File: src/rtl/ces_pkg.sv
// Package for the cycle event scheduler: widths, limits and stream layout.
// Used by every module of the block; depends on nothing.
package ces_pkg;

  localparam int unsigned DefaultSlots = 4;
  localparam int unsigned TimeW        = 32;
  localparam int unsigned SlotW        = 2;
  localparam int unsigned MaxFires     = 4;
  localparam int unsigned FireCntW     = $clog2(MaxFires + 1);
  localparam int unsigned FireIdxW     = $clog2(MaxFires);

  localparam int unsigned InFieldW  = SlotW + 2 * TimeW;
  localparam int unsigned InDataW   = ((InFieldW + 7) / 8) * 8;
  localparam int unsigned OutFieldW = SlotW + 2 * TimeW;
  localparam int unsigned OutDataW  = ((OutFieldW + 7) / 8) * 8;

  localparam logic signed [TimeW-1:0] NoDist = 32'sh7fff_ffff;

endpackage

File: src/rtl/ces_slot_store.sv
// Due-time memory of the cycle event scheduler with per-slot pending flags.
// One write port, one flag clear port and one registered read port; uses ces_pkg.
module ces_slot_store #(
  parameter int unsigned EVENT_SLOTS = ces_pkg::DefaultSlots,
  parameter int unsigned IdxW        = 2
) (
  input  logic                       clk_i,
  input  logic                       rst_ni,
  input  logic                       wr_en_i,
  input  logic [IdxW-1:0]            wr_idx_i,
  input  logic [ces_pkg::TimeW-1:0]  wr_time_i,
  input  logic                       clr_en_i,
  input  logic [IdxW-1:0]            clr_idx_i,
  input  logic                       rd_en_i,
  input  logic [IdxW-1:0]            rd_idx_i,
  output logic                       rd_vld_o,
  output logic [IdxW-1:0]            rd_idx_o,
  output logic [ces_pkg::TimeW-1:0]  rd_time_o,
  output logic                       rd_pend_o
);
  import ces_pkg::*;

  logic [TimeW-1:0]       mem_q [EVENT_SLOTS];
  logic [EVENT_SLOTS-1:0] pend_q;
  logic [TimeW-1:0]       rd_time_q;
  logic                   rd_pend_q;
  logic                   rd_vld_q;
  logic [IdxW-1:0]        rd_idx_q;

  always_ff @(posedge clk_i) begin
    if (wr_en_i) begin
      mem_q[wr_idx_i] <= wr_time_i;
    end
    if (rd_en_i) begin
      rd_time_q <= mem_q[rd_idx_i];
    end
  end

  always_ff @(posedge clk_i or negedge rst_ni) begin
    if (!rst_ni) begin
      pend_q    <= '0;
      rd_pend_q <= 1'b0;
      rd_vld_q  <= 1'b0;
      rd_idx_q  <= '0;
    end else begin
      if (wr_en_i) begin
        pend_q[wr_idx_i] <= 1'b1;
      end
      if (clr_en_i) begin
        pend_q[clr_idx_i] <= 1'b0;
      end
      rd_vld_q <= rd_en_i;
      if (rd_en_i) begin
        rd_idx_q  <= rd_idx_i;
        rd_pend_q <= pend_q[rd_idx_i];
      end
    end
  end

  assign rd_vld_o  = rd_vld_q;
  assign rd_idx_o  = rd_idx_q;
  assign rd_time_o = rd_time_q;
  assign rd_pend_o = rd_pend_q;

endmodule

File: src/rtl/cycle_event_scheduler.sv
// Schedule item: its result is registered once the output is free, then the next is taken.
// Run item: each selection pass reads all slots from the due-time memory; a run makes
// fires + 1 passes (at most 5), then emits one result per cycle while the output is not stalled.
// One item is in work at a time; the last result may wait in the output register meanwhile.
// Reset clears all pending flags and next-due at once; no clearing pass is needed.
module cycle_event_scheduler #(
  parameter int unsigned EVENT_SLOTS = ces_pkg::DefaultSlots
) (
  input  logic                          clk_i,
  input  logic                          rst_ni,
  input  logic                          s_axis_tvalid_i,
  output logic                          s_axis_tready_o,
  // slot [1:0], time_ref [33:2], delay [65:34], zero pad
  input  logic [ces_pkg::InDataW-1:0]   s_axis_tdata_i,
  // mode
  input  logic                          s_axis_tuser_i,
  output logic                          m_axis_tvalid_o,
  input  logic                          m_axis_tready_i,
  // fired_slot [1:0], fired_time [33:2], next_due [65:34], zero pad
  output logic [ces_pkg::OutDataW-1:0]  m_axis_tdata_o,
  // fired
  output logic                          m_axis_tuser_o,
  output logic                          m_axis_tlast_o
);
  import ces_pkg::*;

  localparam int unsigned IdxW = (EVENT_SLOTS > 1) ? $clog2(EVENT_SLOTS) : 1;
  localparam int unsigned CntW = $clog2(EVENT_SLOTS + 1);

  typedef enum logic [1:0] {
    StIdle,
    StScan,
    StDecide,
    StEmit
  } state_e;

  state_e                   state_q;
  logic [TimeW-1:0]         tref_q;
  logic [CntW-1:0]          rd_cnt_q;
  logic                     best_found_q;
  logic [IdxW-1:0]          best_idx_q;
  logic [TimeW-1:0]         best_time_q;
  logic signed [TimeW-1:0]  best_dist_q;
  logic [FireCntW-1:0]      fire_cnt_q;
  logic [FireCntW-1:0]      emit_idx_q;
  logic [IdxW-1:0]          fire_idx_q  [MaxFires];
  logic [TimeW-1:0]         fire_time_q [MaxFires];
  logic [TimeW-1:0]         next_due_q;
  logic                     m_valid_q;
  logic [OutDataW-1:0]      m_data_q;
  logic                     m_user_q;
  logic                     m_last_q;

  logic [SlotW-1:0]         in_slot;
  logic [TimeW-1:0]         in_time;
  logic [TimeW-1:0]         in_delay;
  logic [TimeW-1:0]         when_sum;
  logic [TimeW-1:0]         when_odd;
  logic                     slot_ok;
  logic                     accept;
  logic                     sched;
  logic                     wr_en;
  logic                     cancel;
  logic                     clr_en;
  logic [IdxW-1:0]          clr_idx;
  logic                     rd_en;
  logic                     rd_vld;
  logic [IdxW-1:0]          rd_idx;
  logic [TimeW-1:0]         rd_time;
  logic                     rd_pend;
  logic signed [TimeW-1:0]  rd_dist;
  logic                     better;
  logic                     scan_done;
  logic                     fire_ok;
  logic                     out_free;
  logic                     emit_fired;
  logic                     emit_last;
  logic [FireIdxW-1:0]      emit_sel;
  logic [SlotW-1:0]         emit_slot;
  logic [TimeW-1:0]         emit_time;
  logic                     sched_lower;

  assign in_slot  = s_axis_tdata_i[SlotW-1:0];
  assign in_time  = s_axis_tdata_i[SlotW +: TimeW];
  assign in_delay = s_axis_tdata_i[SlotW+TimeW +: TimeW];
  assign when_sum = in_time + in_delay;
  assign when_odd = when_sum | TimeW'(1);
  assign slot_ok  = (32'(in_slot) < EVENT_SLOTS);

  assign accept = s_axis_tvalid_i && (state_q == StIdle);
  assign sched  = accept && !s_axis_tuser_i;
  assign wr_en  = sched && slot_ok && (when_sum != '0);
  assign cancel = sched && slot_ok && (when_sum == '0);

  assign sched_lower = (next_due_q == '0) || (signed'(next_due_q - when_odd) > 0);

  assign rd_en     = (state_q == StScan) && (rd_cnt_q < CntW'(EVENT_SLOTS));
  assign rd_dist   = signed'(rd_time - tref_q);
  assign better    = rd_vld && rd_pend && (rd_dist < best_dist_q);
  assign scan_done = rd_vld && (rd_idx == IdxW'(EVENT_SLOTS - 1));
  assign fire_ok   = best_found_q && (best_dist_q <= 0) &&
                     (fire_cnt_q < FireCntW'(MaxFires));

  assign clr_en  = cancel || ((state_q == StDecide) && fire_ok);
  assign clr_idx = cancel ? IdxW'(in_slot) : best_idx_q;

  assign out_free   = !m_valid_q || m_axis_tready_i;
  assign emit_fired = emit_idx_q < fire_cnt_q;
  assign emit_last  = (emit_idx_q + FireCntW'(1)) >= fire_cnt_q;
  assign emit_sel   = emit_idx_q[FireIdxW-1:0];
  assign emit_slot  = emit_fired ? SlotW'(fire_idx_q[emit_sel]) : '0;
  assign emit_time  = emit_fired ? fire_time_q[emit_sel] : '0;

  ces_slot_store #(
    .EVENT_SLOTS (EVENT_SLOTS),
    .IdxW        (IdxW)
  ) u_store (
    .clk_i     (clk_i),
    .rst_ni    (rst_ni),
    .wr_en_i   (wr_en),
    .wr_idx_i  (IdxW'(in_slot)),
    .wr_time_i (when_odd),
    .clr_en_i  (clr_en),
    .clr_idx_i (clr_idx),
    .rd_en_i   (rd_en),
    .rd_idx_i  (rd_cnt_q[IdxW-1:0]),
    .rd_vld_o  (rd_vld),
    .rd_idx_o  (rd_idx),
    .rd_time_o (rd_time),
    .rd_pend_o (rd_pend)
  );

  always_ff @(posedge clk_i or negedge rst_ni) begin
    if (!rst_ni) begin
      state_q      <= StIdle;
      tref_q       <= '0;
      rd_cnt_q     <= '0;
      best_found_q <= 1'b0;
      best_idx_q   <= '0;
      best_time_q  <= '0;
      best_dist_q  <= NoDist;
      fire_cnt_q   <= '0;
      emit_idx_q   <= '0;
      fire_idx_q   <= '{default: '0};
      fire_time_q  <= '{default: '0};
      next_due_q   <= '0;
      m_valid_q    <= 1'b0;
      m_data_q     <= '0;
      m_user_q     <= 1'b0;
      m_last_q     <= 1'b0;
    end else begin
      if (m_valid_q && m_axis_tready_i && (state_q != StEmit)) begin
        m_valid_q <= 1'b0;
      end
      case (state_q)
        StIdle: begin
          if (accept) begin
            tref_q       <= in_time;
            fire_cnt_q   <= '0;
            emit_idx_q   <= '0;
            rd_cnt_q     <= '0;
            best_found_q <= 1'b0;
            best_dist_q  <= NoDist;
            if (s_axis_tuser_i) begin
              state_q <= StScan;
            end else begin
              if (wr_en && sched_lower) begin
                next_due_q <= when_odd;
              end
              state_q <= StEmit;
            end
          end
        end
        StScan: begin
          if (rd_en) begin
            rd_cnt_q <= rd_cnt_q + CntW'(1);
          end
          if (better) begin
            best_found_q <= 1'b1;
            best_idx_q   <= rd_idx;
            best_time_q  <= rd_time;
            best_dist_q  <= rd_dist;
          end
          if (scan_done) begin
            state_q <= StDecide;
          end
        end
        StDecide: begin
          if (fire_ok) begin
            fire_idx_q[fire_cnt_q[FireIdxW-1:0]]  <= best_idx_q;
            fire_time_q[fire_cnt_q[FireIdxW-1:0]] <= best_time_q;
            fire_cnt_q   <= fire_cnt_q + FireCntW'(1);
            rd_cnt_q     <= '0;
            best_found_q <= 1'b0;
            best_dist_q  <= NoDist;
            state_q      <= StScan;
          end else begin
            next_due_q <= best_found_q ? best_time_q : '0;
            emit_idx_q <= '0;
            state_q    <= StEmit;
          end
        end
        StEmit: begin
          if (out_free) begin
            m_valid_q <= 1'b1;
            m_user_q  <= emit_fired;
            m_last_q  <= emit_last;
            m_data_q  <= OutDataW'({next_due_q, emit_time, emit_slot});
            if (emit_last) begin
              state_q <= StIdle;
            end else begin
              emit_idx_q <= emit_idx_q + FireCntW'(1);
            end
          end
        end
        default: begin
          state_q <= StIdle;
        end
      endcase
    end
  end

  assign s_axis_tready_o = (state_q == StIdle);
  assign m_axis_tvalid_o = m_valid_q;
  assign m_axis_tdata_o  = m_data_q;
  assign m_axis_tuser_o  = m_user_q;
  assign m_axis_tlast_o  = m_last_q;

endmodule

File: config.mk
export PLATFORM = sky130hd
export DESIGN_NAME = cycle_event_scheduler
export DESIGN_NICKNAME = d
export VERILOG_FILES = /design/src/rtl/ces_pkg.sv /design/src/rtl/ces_slot_store.sv /design/src/rtl/cycle_event_scheduler.sv
export SDC_FILE = /design/constraint.sdc
export NUM_CORES = 1
export LEC_CHECK = 0
export CAP_MARGIN = 20
export CORE_AREA = 5 5 249 251
export DETAILED_ROUTE_END_ITERATION = 12
export DIE_AREA = 0 0 254 256
export DONT_BUFFER_PORTS = 1
export GPL_TIMING_DRIVEN = 0
export PLACE_DENSITY = 0.65
export SYNTH_ARGS = -nofsm -noshare
export SYNTH_HDL_FRONTEND = slang
export SYNTH_HIERARCHICAL = 1
export SYNTH_SLANG_ARGS = --single-unit
File: constraint.sdc
create_clock -name clk_i -period 7.2 [get_ports clk_i]
set_input_delay 1.44 -clock clk_i [delete_from_list [all_inputs] [get_ports clk_i]]
set_output_delay 1.44 -clock clk_i [all_outputs]
set_load 0.005 [all_outputs]
# After elaboration in Yosys (flattened, before gate mapping)
# Memories as Yosys holds them, arrays and structs flattened. A register that Yosys moved wholly into a read port is not among the register bits.
# Cells that the tools add are included.
# word_totals
memories,1
word_cells,168
output_inout_bits,76
in_bits,77
reg_bits,387
ram_bits,124
# memory_table
memory,depth,word_bits,rd,rd_ports_with_merged_regs,write_ports,line,rtl
u_store.mem_q,4,31,1,1,1,ces_slot_store.sv:23,logic [TimeW-1:0] mem_q [EVENT_SLOTS];
# op_classes
bitwise_logic,5
eq_ne,16
magnitude_cmp,15
n_reduce_logical,39
add_sub_neg,6
muxes,59
# op_table
operator,n
32-bit 2-to-1 mux,12
128-bit bitwise mux,1
32-bit one-hot mux with 3 select lines,1
32-bit binary-select mux with 2-bit select,1
32-bit demux with 2-bit select,1
32-bit zero test,2
32-bit one-hot mux with 2 select lines,1
32-bit subtractor,2
32-bit adder,1
32-bit by 1-bit greater-than comparator with 1-bit output (second input constant),1
32-bit by 1-bit <= comparator with 1-bit output (second input constant),1
32-bit less-than comparator,1
32-bit nonzero test,1
2-bit 2-to-1 mux,11
3-bit 2-to-1 mux,7
2-bit != test (second input constant),9
3-bit one-hot mux with 3 select lines,2
1-bit logical AND,17
4-bit AND reduction,3
1-bit 2-to-1 mux,11
5-bit AND reduction,2
3-bit by 1-bit adder with 3-bit output (second input constant),3
2-bit by 3-bit less-than comparator with 1-bit output (second input constant),3
8-bit bitwise mux,1
other kinds (28),45

# Depth between registers and ports, before layout
# Gate-level depths: netlist (run 1).
# depth
word_depth,12
mapped_depth,27
mapped_depth_nobuf,25

# By module
# Netlist (run 1), hierarchy kept.
# modules_own_cells
module,seq_area_each_um2,area_per_inst_um2,n_inst,cells_per_inst
cycle_event_scheduler,8722.1,21097.7,1,2047
ces_slot_store,5004.8,5945.7,1,231

# Worst setup path before layout (run 1)
# Ideal clock, no wire load.
# synth_timing
path_type,input to register
startpoint,input port s_axis_tdata_i[2] (netlist name)
endpoint,register u_store.pend_q[0]
setup_slack_ns,-0.167
arrival_time_ns,7.293
path_buffers,0
setup_time_ns,0.074
stages,15
required_time_ns,7.126
path_cell_list,ha_1 -> fa_1 -> a21o_1 -> a221o_1 -> a311oi_2 -> o41ai_1 -> a211oi_2 -> xor2_2 -> inv_2 -> nor4_1 -> nand4_1 -> nor3_1 -> nor3_1 -> nor3b_1 -> o32a_1
# synth_between
word_cells_on_any_way,16
cone_classes,add/sub: 1; order compare: 2; mux: 5; bitwise: 2; reduce/logical: 6
# synth_rtl
item,line,rtl
start: declaration,cycle_event_scheduler.sv:14,"input logic [ces_pkg::InDataW-1:0] s_axis_tdata_i,"
32-bit adder (*),cycle_event_scheduler.sv:86,assign when_sum = in_time + in_delay;
net when_sum[26],cycle_event_scheduler.sv:57,logic [TimeW-1:0] when_sum;
32-bit nonzero test (*),cycle_event_scheduler.sv:92,assign wr_en = sched && slot_ok && (when_sum != '0);
1-bit logical AND (*),cycle_event_scheduler.sv:92,
net wr_en,cycle_event_scheduler.sv:62,logic wr_en;
4-bit 2-to-1 mux (*),ces_slot_store.sv:46,if (wr_en_i) begin
4-bit bitwise AND (no source line),n/a,
4-bit 2-to-1 mux (*),ces_slot_store.sv:49,if (clr_en_i) begin
end signal: assignment,ces_slot_store.sv:41,pend_q <= '0;
end signal: indexed assignment,ces_slot_store.sv:47,pend_q[wr_idx_i] <= 1'b1;
end signal: indexed assignment,ces_slot_store.sv:50,pend_q[clr_idx_i] <= 1'b0;
end: declaration,ces_slot_store.sv:24,logic [EVENT_SLOTS-1:0] pend_q;
# The timed path passes the listed nets; every way through them passes the cells marked *.
# A chain may end at the register's enable or synchronous reset.

# Worst setup path in the final report (run 1)
# layout_timing
startpoint,input port s_axis_tdata_i[2] (netlist name)
endpoint,register next_due_q[25]
# layout_between
elab_chain_len,7
word_cells_on_any_way,13
cone_classes,add/sub: 2; order compare: 1; eq/ne: 1; mux: 4; reduce/logical: 5
# layout_lines
item,line,rtl
32-bit adder (*),cycle_event_scheduler.sv:86,
32-bit subtractor,cycle_event_scheduler.sv:95,assign sched_lower = (next_due_q == '0) || (signed'(next_due_q - when_odd) > 0);
32-bit by 1-bit greater-than comparator with 1-bit output,cycle_event_scheduler.sv:95,
1-bit logical OR,cycle_event_scheduler.sv:95,
1-bit logical AND,cycle_event_scheduler.sv:167,if (wr_en && sched_lower) begin
2-bit by 1-bit != test with 1-bit output (no source line),n/a,
5-bit AND reduction (no source line),n/a,
end signal: assignment,cycle_event_scheduler.sv:168,next_due_q <= when_odd;
end signal: assignment,cycle_event_scheduler.sv:198,next_due_q <= best_found_q ? best_time_q : '0;
end: declaration,cycle_event_scheduler.sv:48,logic [TimeW-1:0] next_due_q;
# Every way passes the cells marked *; elsewhere a longest branch is shown, timed or not. The select of a mux whose other input is x is not followed.

==> impl_metrics.csv, run 1 <==
group,metric,value,unit
detailed_routing,vias,19300,
final_layout,fillers,5183,
clocking,cts_made_buffers,53,
sta,slew_headroom,26.3,%
detailed_routing,dr.pass1.iters,7,
sta,finalCritPeriodShare,96.7,%
clocking,holdBufCountCts,0,
sta,setup_viol,0,
floorplanning,io_pins,153,
clocking,cts_htree_levels,2,
sta,drv_slew,0,
place,place_inst,3076,
final_layout,mostFrequentLayoutCell,"dfrtp_1",
final_layout,layout.nets,2561,
setup_path,critPathLaunchType,"input pin",
clocking,clock_latency,590,ps
detailed_routing,wl_per_cell,24.8,um
synthesis,synth_edf_count,160,
job,drv_cap,0,
grt,grt_max_degree,356,
grt,grtUsageTotal,23.8,%
sta,fin_ws,236,ps
clocking,cts_tree,"yes",
final_layout,layout-drive-gt1-share,19.3,%
worst_hold_path,hp-start,"u_store/pend_q[3]",
clocking,cts_root_buf,"clkbuf_16",
worst_hold_path,hold_depth,1,
floorplanning,die_w,254,um
grt,grt_antenna_before_repair,1,
synthesis,synth_seq_area_share,50.8,%
grt,overflow,0,
floorplanning,core,59700,um^2
clocking,cts_sinks,515,
floorplanning,die_y,256,um
synthesis,async_flop_share,68.9,%
sta,skew,20.0,ps
place,portBuffers,0,
detailed_routing,antenna_left,0,
synthesis,yosys_most_used_dff,"dfrtp_1",
floorplanning,start_util,45.3,%
setup_path,r2r-end,"best_time_q[27]",
clocking,clk_pin_slew,60,ps
synthesis,ys_types,100,
sta,hold_violations,0,
setup_path,end_kind,"flip-flop",
final_layout,final_cells,3175,
final_layout,final_util,50.7,%
setup_path,crit_path_max_fanout,10,
synthesis,synth_seq_cells,515,
synthesis,syn_inst,2278,
place,dpl_worst_slack,-1080,ps
sta,max_freq,144,MHz
setup_path,reg2reg_depth,26,
setup_path,crit_arrival,7400,ps
worst_hold_path,min_path_type,"reg -> reg",
place,gp_congestion,0.970,
final_layout,num_antenna_cells,0,
setup_path,crit_required,7640,ps
place,placed_area,28200,um^2
power_and_ir_drop,p_leak,13.2,nW
floorplanning,design.die.area,65000,um^2
detailed_routing,via_per_inst,6.08,
final_layout,syn_to_final_growth,11.8,%
grt,grt_pass1_vias,19300,
clocking,max-clock-path-buffers,3,
place,post-dp-hpwl,59600,um
final_layout,design_area,30200,um^2
grt,grt_first_pass_wirelength,120000,um
detailed_routing,drc,0,
setup_path,reg2reg_from,"tref_q[1]",
worst_hold_path,whs_endpoint,"u_store/pend_q[3]",
synthesis,syn_area_per_cell,11.9,um^2
sta,hold_ws,491,ps
synthesis,ys_warn_count,6,
power_and_ir_drop,ir_drop,0.000198,V
power_and_ir_drop,power,12.8,mW
sta,min_period,6960,ps
power_and_ir_drop,p_per_area,422,nW/um^2
sta,tns,0,ps
detailed_routing,drtIter0Drc,1757,
synthesis,syn-cell-area,27000,um^2
sta,max_slew.worst_pin.slew,1100,ps
sta,rsz0062_at_grt,"false",
setup_path,r2r_setup_slack,420,ps
detailed_routing,drt_wl_total,78700,um
floorplanning,rows,90,
final_layout,layout_common_cells,"dfrtp_1, nand2_1, mux2_2, edfxtp_1, ha_1",
run_status,status,"completed",
setup_path,criticalPathCategory,"in -> reg",
[where the power goes]
part	internal [mW]	total, mW	switching, mW	leakage [nW]
clock network	1.84	3.00	1.15	0.947
logic	2.11	5.34	3.23	6.20
registers	3.72	4.42	0.706	6.03
total	7.66	12.8	5.09	13.2
[cell families after synthesis]
kind of cell    share of synthesized area (%)
flops                                    50.8
simple gates                             9.94
compound gates                           13.5
other cells                            0.0278
xor+xnor                                 2.24
fa+ha+maj                                6.36
buf+inv                                  3.78
mux                                      13.4
[cell usage after synthesis, types with 9 or more instances]
cell type / number / share of area [%]
buf_2: 17 / 0.31
a22oi_2: 12 / 0.56
and3_1: 22 / 0.51
edfxtp_1: 160 / 18
nor2_1: 99 / 1.4
a22o_1: 39 / 1.3
o22a_1: 34 / 1.1
dfstp_2: 31 / 3.0
dfrtp_1: 324 / 30
nor2b_1: 13 / 0.30
nor3_1: 60 / 1.1
mux2_2: 177 / 7.4
xnor2_1: 35 / 1.1
or3_1: 9 / 0.21
a31oi_1: 11 / 0.25
mux2i_1: 14 / 0.52
a211oi_1: 12 / 0.33
o21a_1: 30 / 0.83
nand2_1: 204 / 2.8
nand2b_1: 11 / 0.25
a21o_1: 40 / 1.1
nand4_1: 20 / 0.46
a2111oi_0: 15 / 0.49
a22oi_1: 23 / 0.64
clkbuf_1: 77 / 1.1
nor4_1: 30 / 0.69
inv_1: 129 / 1.8
xor2_1: 22 / 0.71
a21oi_1: 74 / 1.4
o211ai_1: 18 / 0.50
mux4_2: 66 / 5.5
ha_1: 131 / 6.1
nand3_1: 52 / 0.96
o21ai_0: 95 / 1.8
[layer usage]
layer  part of all wire (%)  GRT usage [%]  routed length, um
met1                     42           31.9              32700
met2                     50           40.4              39200
met3                    5.4           3.52               4230
met4                    3.2           6.95               2520
met5                  0.014              0                 11
[layout make-up]
| type | instances | area (um^2) | share of cell area, % |
|---|---|---|---|
| Inverter | 131 | 494 | 1.63 |
| Tap cell | 782 | 978 | 3.24 |
| Sequential cell | 515 | 13700 | 45.4 |
| Buffer | 113 | 534 | 1.77 |
| Timing Repair Buffer | 10 | 150 | 0.497 |
| Multi-Input combinational cell | 1527 | 12400 | 41.1 |
| Clock buffer | 71 | 1530 | 5.04 |
| Clock inverter | 26 | 393 | 1.30 |
[worst max-delay path: stages]
cell	delay, ps
ha_1	220
fa_1	400
a21o_1	240
a221o_1	410
a311oi_4	230
buf_4	210
o211a_1	270
nor2_1	100
xnor2_2	210
ha_1	300
clkbuf_1	290
nor2b_1	170
a2111oi_2	360
o21ai_0	230
nor4_1	260
nand4b_1	130
nor4_1	240
nand4_1	200
nor4_1	220
nand4_1	110
or4_4	510
nand2_1	220
buf_2	280
a22oi_1	120
[state kept, by name (all words and copies together), names as in the netlist, 3 cells and up]
| name | count |
|---|---|
| best_dist_q | 32 |
| fire_idx_q | 8 |
| fire_time_q | 128 |
| m_axis_tdata_o | 66 |
| rd_cnt_q | 3 |
| next_due_q | 32 |
| tref_q | 32 |
| u_store/mem_q | 128 |
| fire_cnt_q | 3 |
| emit_idx_q | 3 |
| u_store/rd_time_o | 32 |
| best_time_q | 32 |
| u_store/pend_q | 4 |
[how the worst max path moves through the flow]
stage | slack, ps | end | cells after the start | startpoint
after floorplan | 310 | next_due_q[25] | 20 | s_axis_tdata_i[2]
after global placement | -2000 | u_store/mem_q[2][3] | 14 | s_axis_tdata_i[2]
after detailed placement | -1080 | next_due_q[25] | 23 | s_axis_tdata_i[2]
after CTS | 110 | next_due_q[8] | 21 | s_axis_tdata_i[2]
after global routing | 0.3 | next_due_q[25] | 19 | s_axis_tdata_i[6]
final | 240 | next_due_q[25] | 24 | s_axis_tdata_i[2]
[what timing repair did]
item,CTS,global route
pin swaps,0,1
gates resized for setup,4,17
buffers inserted,0,2
setup endpoints to repair,32,60
Note: power is estimated with default switching activity, not from simulation.
==> run 2: changes to the inputs <==
--- a/config.mk
+++ b/config.mk
@@ -6,12 +6,12 @@
 export NUM_CORES = 1
 export LEC_CHECK = 0
 export CAP_MARGIN = 20
-export CORE_AREA = 5 5 249 251
+export CORE_AREA = 5 5 307 309
 export DETAILED_ROUTE_END_ITERATION = 12
-export DIE_AREA = 0 0 254 256
+export DIE_AREA = 0 0 312 314
 export DONT_BUFFER_PORTS = 1
 export GPL_TIMING_DRIVEN = 0
-export PLACE_DENSITY = 0.65
+export PLACE_DENSITY = 0.48
 export SYNTH_ARGS = -nofsm -noshare
 export SYNTH_HDL_FRONTEND = slang
 export SYNTH_HIERARCHICAL = 1
==> run 2 against run 1 <==
Against the previous run: fmax up 1.4%; final cell count rose by 13%; critical path depth decreased by 3; highest routed layer is now met4; clock power down 2%; first-iteration DRC count down 9.4%; total power is 0.76% higher; sequential cell count did not move; final area is 1.9% higher.
==> impl_metrics.csv, run 2 (synthesis results as in run 1) <==
group,metric,value,unit
sta,fin_ws,329,ps
floorplanning,die_w,312,um
detailed_routing,dr.pass1.iters,5,
power_and_ir_drop,p_per_area,417,nW/um^2
run_status,status,"completed",
sta,max_freq,146,MHz
detailed_routing,wl_per_cell,24.4,um
sta,slew_headroom,30.2,%
place,dpl_worst_slack,-1290,ps
final_layout,layout_common_cells,"dfrtp_1, nand2_1, mux2_2, edfxtp_1, ha_1",
setup_path,critical_path.max_stage_delay,720,ps
final_layout,design_area,30800,um^2
final_layout,fillers,9042,
clocking,clk_pin_slew,60,ps
sta,hold_violations,0,
floorplanning,rows,111,
clocking,cts_sinks,515,
setup_path,critPathLaunchType,"input pin",
floorplanning,core,91100,um^2
detailed_routing,top_layer,"met4",
detailed_routing,wl_met3,4050,um
grt,grt_pass1_vias,19600,
place,gp_congestion,0.889,
place,placed_area,28700,um^2
detailed_routing,met2_length,42600,um
power_and_ir_drop,ir_drop,0.000176,V
detailed_routing,via_per_inst,5.30,
clocking,max-clock-path-buffers,3,
place,post-dp-hpwl,67300,um
grt,grtUsageTotal,17.5,%
sta,tns,0,ps
final_layout,syn_to_final_growth,13.9,%
setup_path,end_kind,"flip-flop",
floorplanning,design.die.area,98000,um^2
setup_path,crit_arrival,7400,ps
sta,min_period,6870,ps
final_layout,mostFrequentLayoutCell,"dfrtp_1",
grt,overflow,0,
setup_path,criticalPathCategory,"in -> reg",
setup_path,cp_slowest_cell,"xnor2_1",
sta,skew,42.7,ps
setup_path,crit_required,7730,ps
detailed_routing,drc,0,
setup_path,crit_path_cell_trace,"ha_1, a211oi_1, o21ai_1, and3_1, o2111ai_2, a41oi_1, xnor2_1, ha_1, clkbuf_1, inv_1, a221o_1, nor4_1, nand4b_1, nor4_1, nand4_1, nor4_2, nand4_1, or4_4, nand2b_4, buf_4, a22oi_2",
detailed_routing,vias,19100,
detailed_routing,wl_met1,38400,um
clocking,cts_root_buf,"clkbuf_16",
setup_path,crit_path_max_fanout,10,
clocking,cts_htree_levels,2,
floorplanning,start_util,29.7,%
detailed_routing,drtIter0Drc,1592,
power_and_ir_drop,p_leak,13.2,nW
clocking,holdBufCountCts,0,
clocking,cts_made_buffers,58,
grt,grt_max_degree,356,
sta,max_slew.worst_pin.slew,1040,ps
grt,grt_first_pass_wirelength,130000,um
place,portBuffers,0,
job,drv_cap,0,
clocking,cts_tree,"yes",
detailed_routing,drt_wl_total,87900,um
clocking,clock_latency,640,ps
detailed_routing,antenna_left,0,
final_layout,layout-drive-gt1-share,19.5,%
floorplanning,die_y,314,um
sta,drv_slew,0,
final_layout,layout.nets,2568,
grt,grt_antenna_before_repair,4,
sta,finalCritPeriodShare,95.4,%
setup_path,critPathTopFamily,"simple AND/OR/NAND/NOR gates",
sta,setup_viol,0,
worst_hold_path,min_path_type,"in -> async",
floorplanning,io_pins,153,
setup_path,worst-path-buf-inv,3,
-- run 2: cell types whose count changed in the layout (fill, tap and decap cells not counted), sizes merged, moves of 2 or more --
cell / change
clkbuf: +12
bufinv: -7
clkinv: +8
clkinvlp: -2
buf: +2
diode: +8
-- run 2: where the power goes --
group / internal, mW / switching (mW) / total [mW] / leakage, nW
Combinational: 2.12 / 3.32 / 5.43 / 6.22
Sequential: 3.71 / 0.754 / 4.47 / 6.03
Clock: 1.71 / 1.24 / 2.95 / 0.939
Total: 7.54 / 5.31 / 12.9 / 13.2
-- run 2: through the flow --
stage	utilization [%]	std cells	power (mW)	hold slack, ps
final	33.8	3601	12.9	492
after global routing	33.8	3594	13.7	450
after CTS	33.7	3590	12.9	455
after detailed placement	31.5	3479	9.89	488
after global placement	31.4	3472	9.80	481
after floorplan	-	2286	8.03	452
-- run 2: worst paths after layout --
check,start,end,slack [ps],cells past startpoint
setup / recovery,s_axis_tdata_i[3],next_due_q[9],330,21
hold / removal,rst_ni,m_axis_tdata_o[8],490,0
setup reg to reg,u_store/rd_time_o[1],best_time_q[24],560,24
hold reg to reg,u_store/pend_q[3],u_store/pend_q[3],490,1
max in group asynchronous,rst_ni,m_axis_tdata_o[38],6210,0
min in group clk_i,u_store/pend_q[3],u_store/pend_q[3],490,1
-- run 2: timing repair --
item                                    4_1_cts  5_1_grt
cloned                                        0        0
gates resized for setup                       7       22
pin swaps                                     1        2
endpoints found under the setup margin       32       60
setup buffers                                 2        4
-- run 2: cell type report --
type | count | area (um^2) | area share (%)
clock buffer | 83 | 1650 | 5.35
tap | 1186 | 1480 | 4.82
buffer | 111 | 532 | 1.73
inverter | 131 | 494 | 1.60
clock inverter | 26 | 263 | 0.853
multi-input combinational | 1527 | 12500 | 40.5
sequential | 515 | 13700 | 44.6
antenna | 8 | 20.0 | 0.0650
timing repair buffer | 14 | 170 | 0.552
-- run 2: routing by layer --
layer | GRT usage (%) | vias to the layer above
li1 | - | 8703
met1 | 22.9 | 9757
met2 | 30.2 | 486
met3 | 2.69 | 137
met4 | 5.48 | 0
met5 | 0 | -
==> run 3: changes to the inputs <==
--- a/config.mk
+++ b/config.mk
@@ -11,6 +11,7 @@
 export DIE_AREA = 0 0 312 314
 export DONT_BUFFER_PORTS = 1
 export GPL_TIMING_DRIVEN = 0
+export MAX_ROUTING_LAYER = met4
 export PLACE_DENSITY = 0.48
 export SYNTH_ARGS = -nofsm -noshare
 export SYNTH_HDL_FRONTEND = slang
==> run 3 against run 2 <==
Against the previous run: clock skew fell by 6.3 ps; die area did not move; combinational power rose by 0.7%; worst hold slack improved by 5.3 ps; non-clock buffer count fell by 2; via count fell by 0.24%; critical path depth did not move; first-iteration DRC count rose by 0.19%; total power fell by 0.13%; fmax fell by 1.7%; clock-buffer cell count rose by 1; critical path type unchanged; critical endpoint is now next_due_q[7]; largest cell class unchanged.
==> impl_metrics.csv, run 3 (synthesis results as in run 1) <==
group,metric,value,unit
worst_hold_path,hold_depth,1,
clocking,clock_latency,630,ps
setup_path,r2r-end,"best_time_q[24]",
sta,finalCritPeriodShare,97.1,%
setup_path,crit_path_cell_trace,"ha_1, clkbuf_1, o211ai_1, nor2_1, o211a_1, nor3_1, o21ai_0, ha_1, a21o_1, a21o_1, nor2_1, nor3_1, mux2i_1, o311ai_0, a41o_1, o2111a_1, o211a_2, nor4_4, clkbuf_2, nor2_1, a22oi_2",
clocking,cts_htree_levels,2,
clocking,cts_sinks,515,
setup_path,critPathLaunchType,"input pin",
sta,min_period,6990,ps
detailed_routing,dr.pass1.iters,5,
grt,grt_max_degree,356,
detailed_routing,wl_per_cell,24.6,um
sta,max_freq,143,MHz
clocking,holdBufCountCts,0,
setup_path,reg2reg_depth,25,
setup_path,cp.depth,21,
final_layout,layout_common_cells,"dfrtp_1, nand2_1, mux2_2, edfxtp_1, ha_1",
setup_path,crit_required,7720,ps
place,portBuffers,0,
detailed_routing,drc,0,
worst_hold_path,min_path_type,"reg -> reg",
setup_path,criticalPathCategory,"in -> reg",
floorplanning,start_util,29.7,%
setup_path,crit_top_cell,"nor2_1",
setup_path,critical_path.max_stage_delay,930,ps
detailed_routing,antenna_left,0,
detailed_routing,drt_wl_total,88400,um
final_layout,layout-drive-gt1-share,19.3,%
place,gp_congestion,0.900,
detailed_routing,drtIter0Drc,1595,
sta,max_slew.worst_pin.slew,1160,ps
floorplanning,die_w,312,um
setup_path,crit_arrival,7510,ps
final_layout,layout.nets,2567,
worst_hold_path,whs_endpoint,"best_time_q[15]",
final_layout,final_cells,3594,
job,drv_cap,0,
detailed_routing,via_per_inst,5.30,
power_and_ir_drop,power,12.8,mW
sta,skew,36.4,ps
final_layout,mostFrequentLayoutCell,"dfrtp_1",
clocking,cts_tree,"yes",
clocking,max-clock-path-buffers,3,
place,post-dp-hpwl,68000,um
place,placed_area,28700,um^2
floorplanning,rows,111,
grt,overflow,0,
grt,grt_pass1_vias,19700,
floorplanning,die_y,314,um
sta,setup_viol,0,
setup_path,reg2reg_from,"u_store/rd_time_o[1]",
worst_hold_path,hp-start,"u_store/rd_time_o[15]",
floorplanning,core,91100,um^2
clocking,cts_made_buffers,59,
sta,slew_headroom,22.0,%
final_layout,design_area,30700,um^2
detailed_routing,vias,19000,
place,place_inst,3480,
setup_path,worst-path-buf-inv,2,
sta,drv_slew,0,
run_status,status,"completed",
final_layout,fillers,8984,
setup_path,crit_start,"s_axis_tdata_i[9]",
floorplanning,design.die.area,98000,um^2
grt,grt_antenna_before_repair,7,
power_and_ir_drop,p_per_area,417,nW/um^2
setup_path,critPathTopFamily,"compound AO/OA/AOI/OAI gates",
clocking,clk_pin_slew,60,ps
setup_path,crit_path_max_fanout,10,
sta,hold_violations,0,
setup_path,cp_slowest_cell,"o21ai_0",
sta,tns,0,ps
final_layout,syn_to_final_growth,13.7,%
power_and_ir_drop,p_leak,13.1,nW
power_and_ir_drop,ir_drop,0.000173,V
grt,grt_first_pass_wirelength,131000,um
setup_path,r2r_setup_slack,460,ps
floorplanning,io_pins,153,
grt,grtUsageTotal,18.2,%
clocking,cts_root_buf,"clkbuf_16",
setup_path,end_kind,"flip-flop",
[run 3: changes by cell type in the layout (fill, tap and decap cells not counted), moves of 2 or more]
cell        before  now
clkinvlp_4       0    6
buf_4           16   11
diode_2          8    3
clkbuf_1        87   90
clkinv_2         9    6
clkinv_4         4    1
buf_2           15   17
clkbuf_8         8    6
clkinv_1         6    8
[run 3: worst max-delay path by stage]
| stage | end | slack, ps |
|---|---|---|
| 2_1_floorplan | next_due_q[25] | 310 |
| 3_3_place_gp | u_store/mem_q[2][3] | -2410 |
| 3_5_place_dp | next_due_q[24] | -1360 |
| 4_1_cts | next_due_q[7] | 9 |
| 5_1_grt | next_due_q[12] | -100 |
| 6_report | next_due_q[7] | 210 |
[run 3: stage by stage]
step | worst slack, ps | util, % | hold WS, ps
final | 212 | 33.7 | 497
after floorplan | 307 | - | 452
after CTS | 9.28 | 33.7 | 471
after detailed placement | -1360 | 31.5 | 487
after global routing | -96.7 | 33.7 | 480
after global placement | -2410 | 31.4 | 481
[run 3: timing repair]
item | CTS | global route
gates resized for setup | 7 | 23
buffers inserted | 2 | 0
pin swaps | 1 | 1
setup endpoints to repair | 32 | 60
[run 3: per-layer routing]
metal | routed length [um] | part of all wire (%) | vias up | GRT usage [%]
li1 | - | - | 8678 | -
met1 | 38300 | 43 | 9731 | 23.3
met2 | 43800 | 50 | 494 | 30.9
met3 | 4010 | 4.5 | 135 | 2.26
met4 | 2380 | 2.7 | 0 | 4.74
met5 | 0 | 0 | - | -
[run 3: area by class of cell]
class / instances / area [um^2] / share of cell area (%)
antenna: 3 / 7.51 / 0.0244
buffer: 112 / 533 / 1.73
clock buffer: 84 / 1650 / 5.37
clock inverter: 25 / 224 / 0.728
inverter: 131 / 494 / 1.61
multi-input combinational: 1527 / 12500 / 40.6
sequential: 515 / 13700 / 44.6
tap: 1186 / 1480 / 4.83
timing repair buffer: 11 / 153 / 0.496
[run 3: report_power, final]
group	switching [mW]	internal (mW)
Clock	1.24	1.67
Sequential	0.742	3.72
Combinational	3.35	2.12
Total	5.34	7.50
